## src/sv/jbfp_pkg.sv

```systemverilog
// Shared types and constants for the joystick / button frame parser.
// No dependencies; design and checker files use scoped names, the testbench imports it.
`timescale 1ns / 1ps

package jbfp_pkg;

    // frame delimiters
    localparam logic [7:0] STX_BYTE = 8'h02;
    localparam logic [7:0] ETX_BYTE = 8'h03;

    // joystick frame checks: raw value = hi*128 + lo, valid window is offset +/- limit
    localparam int unsigned JOY_OFFSET = 200;
    localparam int unsigned JOY_LIMIT  = 100;
    localparam logic [8:0]  JOY_RAW_MIN = 9'(JOY_OFFSET - JOY_LIMIT);
    localparam logic [8:0]  JOY_RAW_MAX = 9'(JOY_OFFSET + JOY_LIMIT);
    localparam logic [6:0]  JOY_HI_MAX  = 7'd2;

    // speed = floor(v * 51 / 20) - 255, angle = floor(u * 9 / 10) - 90, v and u in 0..200
    // both divisions are done as a multiply by a rounded-up reciprocal scaled by 2^16
    localparam logic [17:0] SPEED_RECIP = 18'd167117;
    localparam logic [15:0] ANGLE_RECIP = 16'd58983;
    localparam logic [9:0]  SPEED_BIAS  = 10'd255;
    localparam logic [8:0]  ANGLE_BIAS  = 9'd90;

    // button codes
    localparam logic [6:0] CODE_MIN     = 7'd49;
    localparam logic [6:0] CODE_MAX     = 7'd67;
    localparam logic [6:0] CODE_B0_SET  = 7'h31;   // '1'
    localparam logic [6:0] CODE_B0_CLR  = 7'h32;   // '2'
    localparam logic [6:0] CODE_B1_SET  = 7'h33;   // '3'
    localparam logic [6:0] CODE_B1_CLR  = 7'h34;   // '4'
    localparam logic [6:0] CODE_B2_SET  = 7'h35;   // '5'
    localparam logic [6:0] CODE_B2_CLR  = 7'h36;   // '6'
    localparam logic [6:0] CODE_FAST    = 7'h37;   // '7'
    localparam logic [6:0] CODE_SLOW    = 7'h38;   // '8'
    localparam logic [6:0] CODE_PULSE   = 7'h39;   // '9'
    localparam logic [6:0] CODE_B5_SET  = 7'h42;   // 'B'
    localparam logic [6:0] CODE_B5_CLR  = 7'h43;   // 'C'
    localparam logic [6:0] CODE_BTN_MIN = 7'd3;    // ETX at the code slot needs code above 2

    // frame event codes
    typedef enum logic [1:0] {
        EV_NONE   = 2'd0,
        EV_BUTTON = 2'd1,
        EV_JOY    = 2'd2,
        EV_REJECT = 2'd3
    } event_t;

    // one result item
    typedef struct packed {
        logic signed [8:0] speed;
        logic signed [7:0] angle;
        logic [5:0]        button_bits;
        logic              fast_mode;
        logic              momentary_pulse;
        event_t            frame_event;
    } result_t;

endpackage

```

## src/sv/jbfp_joy_map.sv

```systemverilog
// Joystick frame check and mapping of X to angle and Y to speed.
// Depends on jbfp_pkg; purely combinational.
`timescale 1ns / 1ps

module jbfp_joy_map (
    input  logic [6:0]        x_hi,
    input  logic [6:0]        x_lo,
    input  logic [6:0]        y_hi,
    input  logic [6:0]        y_lo,
    output logic              joy_ok,
    output logic signed [8:0] speed,
    output logic signed [7:0] angle
);

    logic [8:0]  x_raw;
    logic [8:0]  y_raw;
    logic [7:0]  x_ofs;
    logic [7:0]  y_ofs;
    logic [25:0] speed_prod;
    logic [23:0] angle_prod;
    logic [9:0]  speed_wide;
    logic [8:0]  angle_wide;

    // raw values, hi byte is known below 3 when used so 9 bits suffice
    assign x_raw = {x_hi[1:0], x_lo};
    assign y_raw = {y_hi[1:0], y_lo};

    // window check
    assign joy_ok = (x_hi <= jbfp_pkg::JOY_HI_MAX) && (y_hi <= jbfp_pkg::JOY_HI_MAX)
                 && (x_raw >= jbfp_pkg::JOY_RAW_MIN) && (x_raw <= jbfp_pkg::JOY_RAW_MAX)
                 && (y_raw >= jbfp_pkg::JOY_RAW_MIN) && (y_raw <= jbfp_pkg::JOY_RAW_MAX);

    // shift into 0..200
    assign x_ofs = 8'(x_raw - jbfp_pkg::JOY_RAW_MIN);
    assign y_ofs = 8'(y_raw - jbfp_pkg::JOY_RAW_MIN);

    // constant-divisor scaling by reciprocal multiply
    assign speed_prod = 26'(y_ofs) * 26'(jbfp_pkg::SPEED_RECIP);
    assign angle_prod = 24'(x_ofs) * 24'(jbfp_pkg::ANGLE_RECIP);

    // remove the bias
    assign speed_wide = {1'b0, speed_prod[24:16]} - jbfp_pkg::SPEED_BIAS;
    assign angle_wide = {1'b0, angle_prod[23:16]} - jbfp_pkg::ANGLE_BIAS;
    assign speed = signed'(speed_wide[8:0]);
    assign angle = signed'(angle_wide[7:0]);

endmodule

```

## src/sv/jbfp_frame_fsm.sv

```systemverilog
// Frame position tracking, payload byte store and latched button/joystick state.
// Depends on jbfp_pkg and jbfp_joy_map; gives the result for the byte being taken.
`timescale 1ns / 1ps

module jbfp_frame_fsm (
    input  logic                 clk,
    input  logic                 rst_n,
    input  logic                 take,
    input  logic [7:0]           rx_byte,
    output jbfp_pkg::result_t    result
);

    typedef enum logic [2:0] {
        POS_IDLE = 3'd0,
        POS_1    = 3'd1,
        POS_2    = 3'd2,
        POS_3    = 3'd3,
        POS_4    = 3'd4,
        POS_5    = 3'd5
    } pos_t;

    pos_t              pos_reg, pos_next;
    logic [6:0]        bytes_reg [4];
    logic [5:0]        button_reg, button_next;
    logic              fast_reg, fast_next;
    logic signed [8:0] speed_reg, speed_next;
    logic signed [7:0] angle_reg, angle_next;
    logic              store_en;
    logic [1:0]        store_idx;
    logic              pulse;
    jbfp_pkg::event_t  ev;
    logic              joy_ok;
    logic signed [8:0] joy_speed;
    logic signed [7:0] joy_angle;

    jbfp_joy_map u_joy_map (
        .x_hi   (bytes_reg[0]),
        .x_lo   (bytes_reg[1]),
        .y_hi   (bytes_reg[2]),
        .y_lo   (bytes_reg[3]),
        .joy_ok (joy_ok),
        .speed  (joy_speed),
        .angle  (joy_angle)
    );

    // per-byte decision
    always_comb
    begin
        pos_next    = pos_reg;
        button_next = button_reg;
        fast_next   = fast_reg;
        speed_next  = speed_reg;
        angle_next  = angle_reg;
        store_en    = 1'b0;
        store_idx   = 2'(pos_reg - 3'd1);
        pulse       = 1'b0;
        ev          = jbfp_pkg::EV_NONE;
        unique case (pos_reg)
            POS_IDLE:
            begin
                pos_next = (rx_byte == jbfp_pkg::STX_BYTE) ? POS_1 : POS_IDLE;
            end
            POS_1, POS_2, POS_3, POS_4, POS_5:
            begin
                if (rx_byte[7])
                begin
                    // non-ascii byte aborts the frame
                    ev       = jbfp_pkg::EV_REJECT;
                    pos_next = POS_IDLE;
                end
                else if (pos_reg == POS_5)
                begin
                    // end of joystick frame
                    pos_next = POS_IDLE;
                    if (rx_byte == jbfp_pkg::ETX_BYTE && joy_ok)
                    begin
                        ev         = jbfp_pkg::EV_JOY;
                        speed_next = joy_speed;
                        angle_next = joy_angle;
                    end
                    else
                    begin
                        ev = jbfp_pkg::EV_REJECT;
                    end
                end
                else if (pos_reg == POS_2 && rx_byte == jbfp_pkg::ETX_BYTE
                         && bytes_reg[0] >= jbfp_pkg::CODE_BTN_MIN)
                begin
                    // end of button frame
                    pos_next = POS_IDLE;
                    if (bytes_reg[0] >= jbfp_pkg::CODE_MIN && bytes_reg[0] <= jbfp_pkg::CODE_MAX)
                    begin
                        ev = jbfp_pkg::EV_BUTTON;
                        case (bytes_reg[0])
                            jbfp_pkg::CODE_B0_SET: button_next[0] = 1'b1;
                            jbfp_pkg::CODE_B0_CLR: button_next[0] = 1'b0;
                            jbfp_pkg::CODE_B1_SET: button_next[1] = 1'b1;
                            jbfp_pkg::CODE_B1_CLR: button_next[1] = 1'b0;
                            jbfp_pkg::CODE_B2_SET: button_next[2] = 1'b1;
                            jbfp_pkg::CODE_B2_CLR: button_next[2] = 1'b0;
                            jbfp_pkg::CODE_FAST:
                            begin
                                button_next[3] = 1'b1;
                                fast_next      = 1'b1;
                            end
                            jbfp_pkg::CODE_SLOW:
                            begin
                                button_next[3] = 1'b0;
                                fast_next      = 1'b0;
                            end
                            jbfp_pkg::CODE_PULSE:  pulse          = 1'b1;
                            jbfp_pkg::CODE_B5_SET: button_next[5] = 1'b1;
                            jbfp_pkg::CODE_B5_CLR: button_next[5] = 1'b0;
                            default:               ;
                        endcase
                    end
                    else
                    begin
                        ev = jbfp_pkg::EV_REJECT;
                    end
                end
                else
                begin
                    // ordinary payload byte
                    store_en = 1'b1;
                    pos_next = pos_t'(pos_reg + 3'd1);
                end
            end
            default:
            begin
                pos_next = (rx_byte == jbfp_pkg::STX_BYTE) ? POS_1 : POS_IDLE;
            end
        endcase
    end

    // state and latched values
    always_ff @(posedge clk or negedge rst_n)
    begin
        if (!rst_n)
        begin
            pos_reg    <= POS_IDLE;
            button_reg <= '0;
            fast_reg   <= 1'b0;
            speed_reg  <= '0;
            angle_reg  <= '0;
        end
        else if (take)
        begin
            pos_reg    <= pos_next;
            button_reg <= button_next;
            fast_reg   <= fast_next;
            speed_reg  <= speed_next;
            angle_reg  <= angle_next;
        end
    end

    // payload byte store, always written before it is read
    always_ff @(posedge clk)
    begin
        if (take && store_en)
        begin
            bytes_reg[store_idx] <= rx_byte[6:0];
        end
    end

    assign result.speed           = speed_next;
    assign result.angle           = angle_next;
    assign result.button_bits     = button_next;
    assign result.fast_mode       = fast_next;
    assign result.momentary_pulse = pulse;
    assign result.frame_event     = ev;

endmodule

```

## src/sv/joystick_button_frame_parser_core.sv

```systemverilog
// Top level of the joystick / button frame parser: handshake and result register.
// Depends on jbfp_pkg and jbfp_frame_fsm.
//
// Usage:
//   Input channel in_valid / in_ready / rx_byte carries one received serial byte per item.
//   Output channel out_valid / out_ready carries exactly one result item per input item:
//   speed, angle, button_bits, fast_mode (all values after the byte), momentary_pulse
//   (high on the item that completes a '9' button frame) and frame_event.
//   Latency: the result of a byte is on the outputs the cycle after it is accepted.
//   Throughput: one byte per cycle while the receiver takes every result; the decision for a
//   byte is a single pass of logic from the frame state to the result register.
//   When the receiver stalls, the result register holds its item and in_ready stays
//   high only if that item is being taken in the same cycle, so nothing is lost.
//   Reset (rst_n low, asynchronous) returns the frame tracker to idle, clears the
//   button latch, selects slow mode, zeroes speed and angle and empties the result
//   register. No clearing pass is needed; the block takes bytes right after reset.
//   Frames: STX, code, ETX for buttons; STX, xh, xl, yh, yl, ETX for the joystick.
`timescale 1ns / 1ps

module joystick_button_frame_parser_core (
    input  logic              clk,
    input  logic              rst_n,
    input  logic              in_valid,
    output logic              in_ready,
    input  logic [7:0]        rx_byte,
    output logic              out_valid,
    input  logic              out_ready,
    output logic signed [8:0] speed,
    output logic signed [7:0] angle,
    output logic [5:0]        button_bits,
    output logic              fast_mode,
    output logic              momentary_pulse,
    output logic [1:0]        frame_event
);

    logic              take;
    logic              out_valid_reg, out_valid_next;
    jbfp_pkg::result_t result;
    jbfp_pkg::result_t result_reg;

    // a new item fits when the result register is empty or being emptied
    assign in_ready = !out_valid_reg || out_ready;
    assign take     = in_valid && in_ready;

    jbfp_frame_fsm u_frame_fsm (
        .clk     (clk),
        .rst_n   (rst_n),
        .take    (take),
        .rx_byte (rx_byte),
        .result  (result)
    );

    // output valid tracking
    always_comb
    begin
        out_valid_next = out_valid_reg;
        if (take)
        begin
            out_valid_next = 1'b1;
        end
        else if (out_ready)
        begin
            out_valid_next = 1'b0;
        end
    end

    // result register
    always_ff @(posedge clk or negedge rst_n)
    begin
        if (!rst_n)
        begin
            out_valid_reg <= 1'b0;
            result_reg    <= '0;
        end
        else
        begin
            out_valid_reg <= out_valid_next;
            if (take)
            begin
                result_reg <= result;
            end
        end
    end

    assign out_valid       = out_valid_reg;
    assign speed           = result_reg.speed;
    assign angle           = result_reg.angle;
    assign button_bits     = result_reg.button_bits;
    assign fast_mode       = result_reg.fast_mode;
    assign momentary_pulse = result_reg.momentary_pulse;
    assign frame_event     = result_reg.frame_event;

endmodule

```

## config.mk

```make
export PLATFORM = sky130hd
export DESIGN_NAME = joystick_button_frame_parser_core
export DESIGN_NICKNAME = d
export VERILOG_FILES = /design/src/sv/jbfp_pkg.sv /design/src/sv/jbfp_joy_map.sv /design/src/sv/jbfp_frame_fsm.sv /design/src/sv/joystick_button_frame_parser_core.sv
export SDC_FILE = /design/constraint.sdc
export NUM_CORES = 1
export LEC_CHECK = 0
export BUFFER_PORTS_ARGS = -buffer_cell sky130_fd_sc_hd__buf_2
export CAP_MARGIN = 40
export CELL_PAD_IN_SITES_DETAIL_PLACEMENT = 0
export CELL_PAD_IN_SITES_GLOBAL_PLACEMENT = 1
export CORE_AREA = 5 5 172 91
export DETAILED_ROUTE_END_ITERATION = 16
export DIE_AREA = 0 0 177 96
export PLACE_DENSITY_LB_ADDON = 0.3
export SLEW_MARGIN = 20
export SYNTH_ARGS = -nofsm -noshare
export SYNTH_HDL_FRONTEND = slang
export SYNTH_SLANG_ARGS = --single-unit
```

## constraint.sdc

```tcl
create_clock -name clk -period 15 [get_ports clk]
set_input_delay 2.25 -clock clk [delete_from_list [all_inputs] [get_ports clk]]
set_output_delay 2.25 -clock clk [all_outputs]
set_load 0.005 [all_outputs]
```

# Word level (Yosys, flattened, before mapping)
# Memory sizes are Yosys's and may differ from the RTL's.
# Cells that the tools add are included.
# totals
regBits,29
mem_bits_rw,28
in_bits,12
out_inout_bits,29
wordCells,105
mem_count,1
# classes
add_sub_neg,6
mul,2
magnitude_cmp,9
n_eq_ne,18
n_mux,30
n_bitwise,2
reduce_logical,26
# memory_table
memory,depth,word_bits,rd,rd_ports_with_merged_regs,wr,line,source
u_frame_fsm.bytes_reg,4,7,4,0,1,jbfp_frame_fsm.sv:23,logic [6:0] bytes_reg [4];
# ops
cell,count
"7-bit by 6-bit equality test with 1-bit output, second input constant",9
7-bit AND reduction,5
"8-bit by 18-bit multiplier with 25-bit output, second input constant",1
"8-bit by 16-bit multiplier with 24-bit output, second input constant",1
"8-bit by 7-bit subtractor with 8-bit output, second input constant",3
"9-bit by 7-bit greater-or-equal comparator with 1-bit output, second input constant",2
"9-bit less-or-equal comparator, second input constant",2
"8-bit by 2-bit equality test with 1-bit output, second input constant",2
1-bit 2-to-1 mux,16
"7-bit equality test, second input constant",2
"7-bit by 2-bit less-or-equal comparator with 1-bit output, second input constant",2
3-bit 2-to-1 mux,4
2-bit nonzero test,6
1-bit logical AND,11
2-bit 2-to-1 mux,5
1-bit one-hot mux with 2 select lines,5
"9-bit by 8-bit subtractor with 9-bit output, second input constant",1
"7-bit by 2-bit greater-or-equal comparator with 1-bit output, second input constant",1
"7-bit by 6-bit greater-or-equal comparator with 1-bit output, second input constant",1
"7-bit less-or-equal comparator, second input constant",1
"3-bit by 2-bit equality test with 1-bit output, second input constant",2
"3-bit equality test, second input constant",2
5-bit AND reduction,1
5-bit OR reduction,1
6 further kinds,7

# Depth between registers and ports, before layout
# Gate-level depths: netlist (run 1).
# An unclocked memory read counts as a cell.
# logic_depth
word_depth,12
depth_mapped,24
mapped_depth_nobuf,24

# By module
# Synthesis (run 1) repeated with hierarchy kept, for this count alone.
# hier_totals
cells_unflattened,782
hier_area_um2,8279.2
# by_module_without_submodules
mod,instances,cells_each,area_per_inst_um2,seq_area_each_um2
jbfp_joy_map,1,517,4449.3,0.0
jbfp_frame_fsm,1,204,2696.3,1491.4
joystick_button_frame_parser_core,1,61,1133.6,700.7

# Worst setup path before layout (run 1)
# No wires, ideal clock.
# synth_path
path_kind,register to register
start,mem u_frame_fsm.bytes_reg[1][2]
end,reg u_frame_fsm.angle_reg[7]
setup_ns,0.125
arrival_ns,5.867
t_required_ns,14.875
setup_slack_ns,9.008
path_stages_with_launch,25
path_buffers,0
period_less_slack_ns,5.992
cell_sequence,edfxtp_1 inv_1 ha_1 inv_1 o21ai_0 xnor2_1 inv_1 fa_1 inv_1 fa_1 inv_1 fa_1 inv_1 fa_1 inv_1 ha_1 a21oi_1 o21ai_0 a221oi_2 o31ai_1 or2_2 a221oi_1 o21ai_0 xnor2_1 mux2_2
# synth_rtl
item,line,source
from (decl),jbfp_frame_fsm.sv:23,
to (signal assigned),jbfp_frame_fsm.sv:153,angle_reg <= angle_next;
to (decl),jbfp_frame_fsm.sv:27,"logic signed [7:0] angle_reg, angle_next;"

==> impl_results.md, run 1 <==
* Sequential Power Share at 0.416
* Post-CTS Hold Fix Bufs at 0
* Post-DP HPWL at 14.4 mm
* Critical Path Start Type: flop
* Vias in the first global route at 5111
* Unique masters post-synth at 69
* Global placer's final weighted congestion at 0.902
* Port buffer count at 39
* Final ANT Viol Nets at 0
* Commonest cells in the netlist: 135 x ha_1, 115 x inv_1, 57 x nand2_1
* Pre-CTS setup slack at 8.41 ns
* P_int at 0.000302 W
* Start of the worst register-to-register path: u_frame_fsm.bytes_reg[1][2]
* Post-synthesis simple-gate area fraction at 0.128
* DR pass1 iterations at 5
* Area contributors post-synth: ha_1 25%, fa_1 13%, edfxtp_1 12%, dfrtp_1 11%, inv_1 6.3%
* Yosys reg bits at 57
* Actual slew at the worst max-slew pin at 0.821 ns
* CP top delay family: adder cells
* DRC Markers at 0
* Max-slew violation count at 0
* Leak at 3.78 nW
* Status: finished, final reports clean
* CTS tree: built
* Max rail drop VDD at 52.8 µV
* Post-Synth XOR/XNOR Area at 0.0473
* Cells after Synth at 713
* Synth Net Count at 905
* Reg2reg setup slack at 8.38 ns
* Number of flip-flops in the largest register at 28
* Global-route wire length before repair at 27.6 mm
* GRT Residual Overflow at 0
* Max-cap violations at 0
* Crit. End Element: flop
* Via count at 5278
* Cell mode on critical path: inv_1
* Largest family of logic cells by synthesized area: adder cells
* Fin crit share at 0.441
* Largest net degree at the start of global routing at 30
* Clk root buf: clkbuf_16
* Most frequent cell after synthesis: ha_1
* Min-delay worst type: reg2reg
* Synth warn at 0
* Critical Path AT at 6.83 ns
* Clock share of power at 0.536
* Worst Path Max Fanout at 8
* Period minus WS final at 6.62 ns
* Slowest cell on crit path: o31ai_1
* Die height at 96 µm
* PnR worst setup slack at 8.38 ns
* Max Clk Rate at 0.151 GHz
* Nets at 946
* Post-synthesis sequential area ratio at 0.228
* Drt initial violations at 511
* Max Root-Sink Buffers at 2
* Synth top area share at 0.246
* Setup violators final at 0
* Site Rows at 31
* Clock Sinks at 57
* Synth Cell Area at 6860 µm²
* FF-to-FF End: u_frame_fsm.angle_reg[7]
* Mean post-synth cell area at 9.62 µm²
* Total CTS buffers at 9
* Clk_lat worst skew at 0.33 ns
* Clk_skew at 0.00793 ns
* Area share of fa/ha/maj cells after synthesis at 0.378
* Final hold vios at 0
* Postcts setup bufs at 0
* Core Box Area at 14000 µm²
* Compound-gate portion of the synthesized area at 0.139
* CP required at 15.21 ns
* Die ar. at 17000 µm²
* Cells on worst reg2reg path at 24
* P per Cell Area at 52.5 nW/µm²
* Antenna diode count at 0
* Wire per inst at 17.8 µm
* Post-synth ARST share at 0.509
* Routed vias/inst at 5.52
* Slew HR at 0.447
* Reported net switching power at 0.0000955 W
* IO Pins at 41
* Initial antenna violation count at 0
* Mux share of post-synthesis cell area at 0.00967
* Setup Crit Path Kind: reg2reg
* RSZ-0062 raised after global routing: no
* WP buf/inv at 7
* Area Overhead vs Synth at 10.3%
* Cell-by-cell trace of the critical path: inv_1 > ha_1 > inv_1 > o21ai_0 > xnor2_1 > inv_1 > fa_1 > inv_1 > fa_1 > inv_1 > fa_1 > inv_1 > fa_1 > inv_1 > ha_1 > a21oi_1 > o21ai_0 > a221oi_2 > o31ai_1 > nand2_1 > a221oi_1 > o21ai_0 > xnor2_1 > mux2_2
* Switching Share at 0.241
* Number of flops mapped to enable cells by yosys at 28
* Chip width at 177 µm
* Max incr delay on CP at 0.69 ns
* H-tree depth at 3
* Logic pwr share at 0.048
* Post-cts sizing count at 0
* Total power at 0.000397 W
* Hold EP: u_frame_fsm.angle_reg[0]
* Share of cells above drive strength 1 at 0.0988
* Total Wirelength at 17.0 mm
* Synth Flop Type: dfrtp_1
* GRT Total Usage at 0.210
* Hold path start: u_frame_fsm.angle_reg[0]
* Starting Density at 0.488
* Worst hold stages at 2
* Total Neg Setup Slack at 0 ns
* Worst-path clk slew at 0.06 ns
* Area leader, netlist: ha_1
per-layer routing:
layer	track usage	up-vias	routed length (µm)
li1	-	2580	-
met1	0.349	2537	9610
met2	0.268	157	6080
met3	0.0593	4	1280
met4	0.0212	0	28
met5	0	-	0
worst reg2reg max path, cell delays in order, from the launching register on:
cell,delay [ns]
edfxtp_1,0.54
inv_1,0.19
ha_1,0.30
inv_1,0.06
o21ai_0,0.20
xnor2_1,0.20
inv_1,0.16
fa_1,0.55
inv_1,0.06
fa_1,0.48
inv_1,0.05
fa_1,0.50
inv_1,0.05
fa_1,0.50
inv_1,0.04
ha_1,0.31
a21oi_1,0.07
o21ai_0,0.27
a221oi_2,0.17
o31ai_1,0.69
nand2_1,0.15
a221oi_1,0.34
o21ai_0,0.19
xnor2_1,0.16
mux2_2,0.27
logic make-up after synthesis:
logic type | count (synthesis)
flops | 57
other cells | 1
fa+ha+maj | 180
simple gates | 167
mux | 6
compound gates | 140
buf+inv | 125
xor+xnor | 37
power groups by stage:
stage | registers [W] | logic (W) | clock network (W)
2_1_floorplan | 0.000168 | 0.0000101 | 0
3_3_place_gp | 0.000168 | 0.0000185 | 0
3_5_place_dp | 0.000168 | 0.0000189 | 0
4_1_cts | 0.000165 | 0.0000190 | 0.000214
5_1_grt | 0.000165 | 0.0000212 | 0.000224
6_report | 0.000165 | 0.0000189 | 0.000213
cell usage in the layout, fill, tap and decap left out, types with 4 or more instances in the layout:
master and n:
inv_1 115, or2_2 5, nor4_1 6, nor2_1 27
fa_1 45, mux2_2 5, edfxtp_1 28, nand3b_1 5
o21a_1 7, nor3_1 10, clkbuf_16 9, dfrtp_1 29
ha_1 135, a221oi_1 5, a21o_1 14, nand2b_1 4
nand2_1 57, xnor2_1 28, o211ai_1 4, o21ai_0 30
buf_2 39, and2_1 8, o211a_1 4, o2111ai_1 4
a21oi_1 32, xor2_1 9, nand4_1 7, o22ai_1 4
a31oi_1 4, and3_1 6, nand3_1 13
worst max-delay path by stage:
stage                                      startpoint  depth (start not counted)                       end  slack (ns)
after floorplan           u_frame_fsm.bytes_reg[1][2]                         24  u_frame_fsm.angle_reg[7]        9.01
after global placement    u_frame_fsm.bytes_reg[1][2]                         24  u_frame_fsm.angle_reg[7]        8.62
after detailed placement  u_frame_fsm.bytes_reg[1][2]                         24  u_frame_fsm.angle_reg[7]        8.41
after CTS                 u_frame_fsm.bytes_reg[1][2]                         24  u_frame_fsm.angle_reg[7]        8.37
after global routing      u_frame_fsm.bytes_reg[1][2]                         24  u_frame_fsm.angle_reg[7]        7.80
final                     u_frame_fsm.bytes_reg[1][2]                         24  u_frame_fsm.angle_reg[7]        8.38
area by class of cell:
type                       instances  area [µm²]
clock buffer                       9         225
tap                              198         248
fill                            1277        6480
inverter                         115         432
clock inverter                     7        77.6
multi-input combinational        531        4810
sequential                        57        1570
timing repair buffer              40         199
per-stage QoR:
step | instances | utilization | instance area (µm²) | hold WS (ns)
2_1_floorplan | 713 | - | 6860 | 0.463
3_3_place_gp | 940 | 0.517 | 7250 | 0.451
3_5_place_dp | 941 | 0.517 | 7260 | 0.460
4_1_cts | 957 | 0.538 | 7560 | 0.472
5_1_grt | 957 | 0.538 | 7560 | 0.500
6_report | 957 | 0.538 | 7560 | 0.470
Power figures use the tool's default switching activity.
==> run 2: changes to the inputs <==
==> constraint.sdc (replaced) <==
create_clock -name clk -period 6.2 [get_ports clk]
set_input_delay 0.93 -clock clk [delete_from_list [all_inputs] [get_ports clk]]
set_output_delay 0.93 -clock clk [all_outputs]
set_load 0.005 [all_outputs]
==> run 2 against run 1 <==
Clock skew increased by 0.0029 ns. Fmax grew 12%. Clock power grew to 2.8 times the previous value. Sequential power rose by 140%. Worst hold slack improved by 0.0048 ns. Core utilization grew 1.6 points. Largest cell class unchanged. Critical endpoint unchanged. Global-route usage increased by 0.32 points. Register-to-register slack got worse by 8.1 ns. Final cell count up 1.6%. Critical path type unchanged.
==> impl_results.md, run 2 (synthesis results as in run 1) <==
* Starting Density at 0.488
* Total power at 0.00104 W
* Critical Path AT at 6.11 ns
* Max incr delay on CP at 0.55 ns
* Max-cap violations at 0
* Nets at 961
* Sequential Power Share at 0.386
* CP top delay family: adder cells
* Initial antenna violation count at 0
* Max Root-Sink Buffers at 2
* DR pass1 iterations at 5
* Core Util, Final at 0.554
* Logic pwr share at 0.045
* GRT Residual Overflow at 0
* Max Clk Rate at 0.170 GHz
* Clock Sinks at 57
* Drt initial violations at 493
* Slew HR at 0.499
* H-tree depth at 3
* GRT Total Usage at 0.213
* Final hold vios at 0
* Fin crit share at 0.951
* PnR worst setup slack at 0.305 ns
* Status: finished, final reports clean
* Clock share of power at 0.569
* Stages on worst setup path at 25
* CTS tree: built
* Slowest cell on crit path: fa_1
* Reg2reg setup slack at 0.31 ns
* Die ar. at 17000 µm²
* Worst-path clk slew at 0.06 ns
* Critical Path Start Type: flop
* Cells on worst reg2reg path at 25
* IO Pins at 41
* Leak at 3.90 nW
* Critical Path End: u_frame_fsm.angle_reg[7]
* Min-delay worst type: reg2reg
* CP required at 6.41 ns
* Global placer's final weighted congestion at 0.946
* Total CTS buffers at 9
* Setup Crit Path Kind: reg2reg
* Max-slew violation count at 0
* Global-route wire length before repair at 28.0 mm
* Clk_skew at 0.0109 ns
* Wire per inst at 17.8 µm
* Largest net degree at the start of global routing at 30
* DRC Markers at 0
* Max rail drop VDD at 111 µV
* Antenna diode count at 0
* Port buffer count at 39
* Most frequent cells in the layout: 135 x ha_1, 111 x inv_1, 57 x nand2_1
* Crit. End Element: flop
* Worst Path Max Fanout at 6
* Commonest non-fill, non-tap cell in the layout: ha_1
* Site Rows at 31
* Post-DP HPWL at 14.3 mm
* Via count at 5414
* Final ANT Viol Nets at 0
* Area Overhead vs Synth at 13.4%
* P per Cell Area at 133 nW/µm²
* Worst Setup SP: u_frame_fsm.bytes_reg[1][3]
* FF-to-FF End: u_frame_fsm.angle_reg[7]
* WP buf/inv at 8
* Switching Share at 0.210
* Die height at 96 µm
* Period minus WS final at 5.89 ns
* Clk_lat worst skew at 0.34 ns
* Start of the worst register-to-register path: u_frame_fsm.bytes_reg[1][3]
* Clk root buf: clkbuf_16
* P_int at 0.000819 W
* Share of cells above drive strength 1 at 0.132
* Actual slew at the worst max-slew pin at 0.745 ns
* Routed vias/inst at 5.57
* Chip width at 177 µm
* Setup violators final at 0
* Reported net switching power at 0.000218 W
* Number of flip-flops in the largest register at 28
* Pre-CTS setup slack at 0.0907 ns
* Vias in the first global route at 5164
* Cell mode on critical path: inv_1
* Post-CTS Hold Fix Bufs at 0
* Total Wirelength at 17.3 mm
* Core Box Area at 14000 µm²
## run 2: layout make-up
cell class | count | area (µm²)
clock buffers | 11 | 243
flip-flops and latches | 57 | 1570
inverters | 115 | 432
clock inverters | 5 | 104
multi-input cells | 531 | 4870
well taps | 198 | 248
repair buffers | 55 | 312
fillers | 1242 | 6260
## run 2: worst reg2reg max path: stages (launching register included)
cell,delay (ns)
edfxtp_1,0.51
inv_2,0.11
ha_1,0.16
inv_1,0.05
o21ai_2,0.15
xnor2_2,0.16
inv_2,0.10
fa_1,0.55
inv_1,0.07
fa_1,0.48
inv_1,0.05
fa_1,0.50
inv_1,0.05
fa_1,0.49
inv_1,0.04
ha_1,0.32
a21oi_2,0.15
o21ai_1,0.10
a221oi_2,0.39
buf_4,0.19
o211a_1,0.16
o22ai_1,0.11
a221oi_2,0.31
o21ai_1,0.15
xnor2_1,0.15
mux2_2,0.28
## run 2: timing repair
item                                    CTS  global route
endpoints found under the hold margin     0             0
endpoints found under the setup margin    0             6
buffers inserted                          0             5
gates resized for setup                   0            18
## run 2: worst min path at each step
stage / start / to / slack (ns) / depth (start not counted)
4_1_cts: u_frame_fsm.speed_reg[2] / u_frame_fsm.speed_reg[2] / 0.48 / 2
3_3_place_gp: u_frame_fsm.angle_reg[0] / u_frame_fsm.angle_reg[0] / 0.45 / 2
5_1_grt: u_frame_fsm.angle_reg[0] / u_frame_fsm.angle_reg[0] / 0.49 / 2
2_1_floorplan: u_frame_fsm.angle_reg[0] / u_frame_fsm.angle_reg[0] / 0.46 / 2
6_report: u_frame_fsm.speed_reg[2] / u_frame_fsm.speed_reg[2] / 0.47 / 2
3_5_place_dp: u_frame_fsm.speed_reg[2] / u_frame_fsm.speed_reg[2] / 0.47 / 2
## run 2: stage by stage
stage / cells / TNS, ns / cell area, µm² / hold slack [ns]
after floorplan: 713 / 0 / 6860 / 0.463
after global placement: 949 / 0 / 7320 / 0.453
after detailed placement: 950 / 0 / 7330 / 0.468
after CTS: 966 / 0 / 7670 / 0.479
after global routing: 972 / -0.00545 / 7780 / 0.493
final: 972 / 0 / 7780 / 0.474
## run 2: power groups by stage
stage          clock, W  combinational [W]  sequential (W)
2_1_floorplan         0          0.0000244        0.000407
3_3_place_gp          0          0.0000448        0.000407
3_5_place_dp          0          0.0000459        0.000407
4_1_cts        0.000595          0.0000463        0.000400
5_1_grt        0.000613          0.0000522        0.000400
6_report       0.000590          0.0000467        0.000400
## run 2: layer usage
metal,part of all wire,track usage,vias to the layer above
met3,0.083,0.0648,18
met1,0.55,0.344,2607
met2,0.36,0.278,178
met4,0.0080,0.0290,0
li1,-,-,2611
met5,0,0,-
==> run 3: changes to the inputs <==
--- a/config.mk
+++ b/config.mk
@@ -5,13 +5,14 @@
 export SDC_FILE = /design/constraint.sdc
 export NUM_CORES = 1
 export LEC_CHECK = 0
+export ABC_AREA = 1
 export BUFFER_PORTS_ARGS = -buffer_cell sky130_fd_sc_hd__buf_2
 export CAP_MARGIN = 40
 export CELL_PAD_IN_SITES_DETAIL_PLACEMENT = 0
 export CELL_PAD_IN_SITES_GLOBAL_PLACEMENT = 1
-export CORE_AREA = 5 5 172 91
+export CORE_AREA = 5 5 185 98
 export DETAILED_ROUTE_END_ITERATION = 16
-export DIE_AREA = 0 0 177 96
+export DIE_AREA = 0 0 190 103
 export PLACE_DENSITY_LB_ADDON = 0.3
 export SLEW_MARGIN = 20
 export SYNTH_ARGS = -nofsm -noshare
==> run 3 against run 2 <==
Via count rose by 15%. Synthesized cell count is 38% higher. Critical path type unchanged. Worst hold slack got worse by 0.0084 ns. Final cell count increased by 30%. Clock power shrank 18%. Count of clock-buffer cells in the layout fell by 1. Die area grew 15%. Register-to-register slack better by 0.25 ns. Largest power group unchanged. First-iteration DRC count down 7.7%.
==> impl_results.md, run 3 <==
* GRT Residual Overflow at 0
* Start of the worst register-to-register path: u_frame_fsm.bytes_reg[1][2]
* Critical Path Start Type: flop
* Total Neg Setup Slack at 0 ns
* Drt initial violations at 455
* Cells after Synth at 981
* Most frequent cells in the layout: 224 x nand2_1, 202 x inv_1, 135 x ha_1
* Global placer's final weighted congestion at 0.919
* Commonest cells in the netlist: 224 x nand2_1, 202 x inv_1, 135 x ha_1
* Wire per inst at 15.8 µm
* Critical Path AT at 5.87 ns
* Synth top area share at 0.225
* Max rail drop VDD at 164 µV
* Filler instances at 1686
* Fin crit share at 0.910
* Commonest non-fill, non-tap cell in the layout: nand2_1
* Share of cells above drive strength 1 at 0.0803
* Post-cts sizing count at 0
* Number of flip-flops in the largest register at 28
* Most frequent cell after synthesis: nand2_1
* Die height at 103 µm
* Postcts setup bufs at 0
* Total Wirelength at 20.0 mm
* Worst Setup SP: u_frame_fsm.bytes_reg[1][2]
* Final hold vios at 0
* Actual slew at the worst max-slew pin at 0.730 ns
* Worst-path clk slew at 0.05 ns
* Area Overhead vs Synth at 10.2%
* Largest net degree at the start of global routing at 30
* Synth Cell Area at 7520 µm²
* Synth Net Count at 1173
* Leak at 4.57 nW
* Placed Area at 8000 µm²
* Slowest cell on crit path: fa_1
* Max-cap violations at 0
* Port buffer count at 39
* Clk_skew at 0.00620 ns
* Slew HR at 0.513
* Hold path start: u_frame_fsm.angle_reg[1]
* Max-slew violation count at 0
* IO Pins at 41
* Post-synth ARST share at 0.509
* Unique masters post-synth at 42
* Max Clk Rate at 0.177 GHz
* Status: finished, final reports clean
* Non-Filler Instances at 1268
* Design area at 8290 µm²
* Setup violators final at 0
* Clk root buf: clkbuf_16
* Area contributors post-synth: ha_1 22%, fa_1 12%, edfxtp_1 11%, nand2_1 11%, inv_1 10%
* Antenna diode count at 0
* Clock Sinks at 57
* Max Root-Sink Buffers at 2
* Core Util, Final at 0.498
* Mean post-synth cell area at 7.66 µm²
* Final ANT Viol Nets at 0
* H-tree depth at 3
* GRT Total Usage at 0.213
* Max incr delay on CP at 0.53 ns
* Synth warn at 0
* Total CTS buffers at 9
* P per Cell Area at 114 nW/µm²
* Synth Flop Type: dfrtp_1
* Nets at 1221
* Post-CTS Hold Fix Bufs at 0
* RSZ-0062 raised after global routing: no
* Post-DP HPWL at 17.5 mm
* Site Rows at 34
* Number of flops mapped to enable cells by yosys at 28
* Min-delay worst type: reg2reg
* Global-route wire length before repair at 32.1 mm
* DR pass1 iterations at 4
* Chip width at 190 µm
* CP required at 6.42 ns
* Worst Path Max Fanout at 8
* Area leader, netlist: ha_1
* Setup Crit Path Kind: reg2reg
* Post-synthesis sequential area ratio at 0.208
* Routed vias/inst at 4.90
* CTS tree: built
* Initial antenna violation count at 0
* Die ar. at 19600 µm²
* Placed Cells at 1252
* Yosys reg bits at 57
* Core Box Area at 16600 µm²
* Period minus WS final at 5.64 ns
* Clk_lat worst skew at 0.33 ns
* Starting Density at 0.452
* Cell mode on critical path: nand2_1
* DRC Markers at 0
* Vias in the first global route at 5754
* Via count at 6207
* Hold_ws at 0.466 ns
* Crit. End Element: flop
run 3: cell types whose count changed after synthesis, moves of 6 or more:
cell and delta:
nand4_1 +7, o21a_1 -6, clkbuf_1 -8, nor2_1 +53
a21oi_1 +15, and3_1 -6, inv_1 +87, and2_1 -8
a21o_1 -10, xnor2_1 -19, nand2_1 +167, nand3_1 +35
run 3: final timing paths:
| kind | to | slack (ns) | cells past startpoint |
|---|---|---|---|
| setup / recovery | u_frame_fsm.angle_reg[7] | 0.56 | 27 |
| hold / removal | u_frame_fsm.angle_reg[1] | 0.47 | 2 |
| setup reg to reg | u_frame_fsm.angle_reg[7] | 0.56 | 27 |
| hold reg to reg | u_frame_fsm.angle_reg[1] | 0.47 | 2 |
| max in group asynchronous | u_frame_fsm.button_reg[2] | 5.07 | 1 |
| min in group asynchronous | u_frame_fsm.speed_reg[8] | 0.66 | 1 |
run 3: cell type report:
cell class	count	area (µm²)	area share
clock buffers	10	229	0.0276
flip-flops and latches	57	1570	0.189
repair buffers	42	218	0.0263
clock inverters	6	58.8	0.00710
well taps	234	293	0.0353
multi-input cells	717	5160	0.623
inverters	202	758	0.0915
run 3: routing by layer:
| layer | up-vias | track usage | part of all wire |
|---|---|---|---|
| met2 | 201 | 0.239 | 0.31 |
| met5 | - | 0 | 0 |
| met4 | 0 | 0.0200 | 0.0025 |
| li1 | 3239 | - | - |
| met1 | 2759 | 0.378 | 0.61 |
| met3 | 8 | 0.0633 | 0.081 |
run 3: cells by family after synthesis:
| group | share of synthesized area |
|---|---|
| other cells | 0.000499 |
| flops | 0.208 |
| compound gates | 0.0797 |
| buf+inv | 0.105 |
| xor+xnor | 0.0256 |
| simple gates | 0.236 |
| fa+ha+maj | 0.345 |
run 3: metrics by stage:
stage,total power (W),worst slack (ns)
final,0.000941,0.556
after global routing,0.000980,0.0524
after CTS,0.000949,0.563
after detailed placement,0.000464,0.580
after global placement,0.000464,0.591
after floorplan,0.000440,1.20
run 3: where the power goes:
part | total (W) | internal [W] | switching [W]
registers | 0.000400 | 0.000399 | 0.000000654
logic | 0.0000581 | 0.0000177 | 0.0000403
clock network | 0.000483 | 0.000308 | 0.000176
run 3: critical path, delay by kind of cell (launching register included):
kind                     cells  cell delay [ns]
flip-flops                   1             0.37
adder cells (fa/ha/maj)      6             2.60
AND/OR/NAND/NOR             13             1.19
XOR/XNOR                     1             0.37
buffers and inverters        5             0.60
AO/OA/AOI/OAI                2             0.40
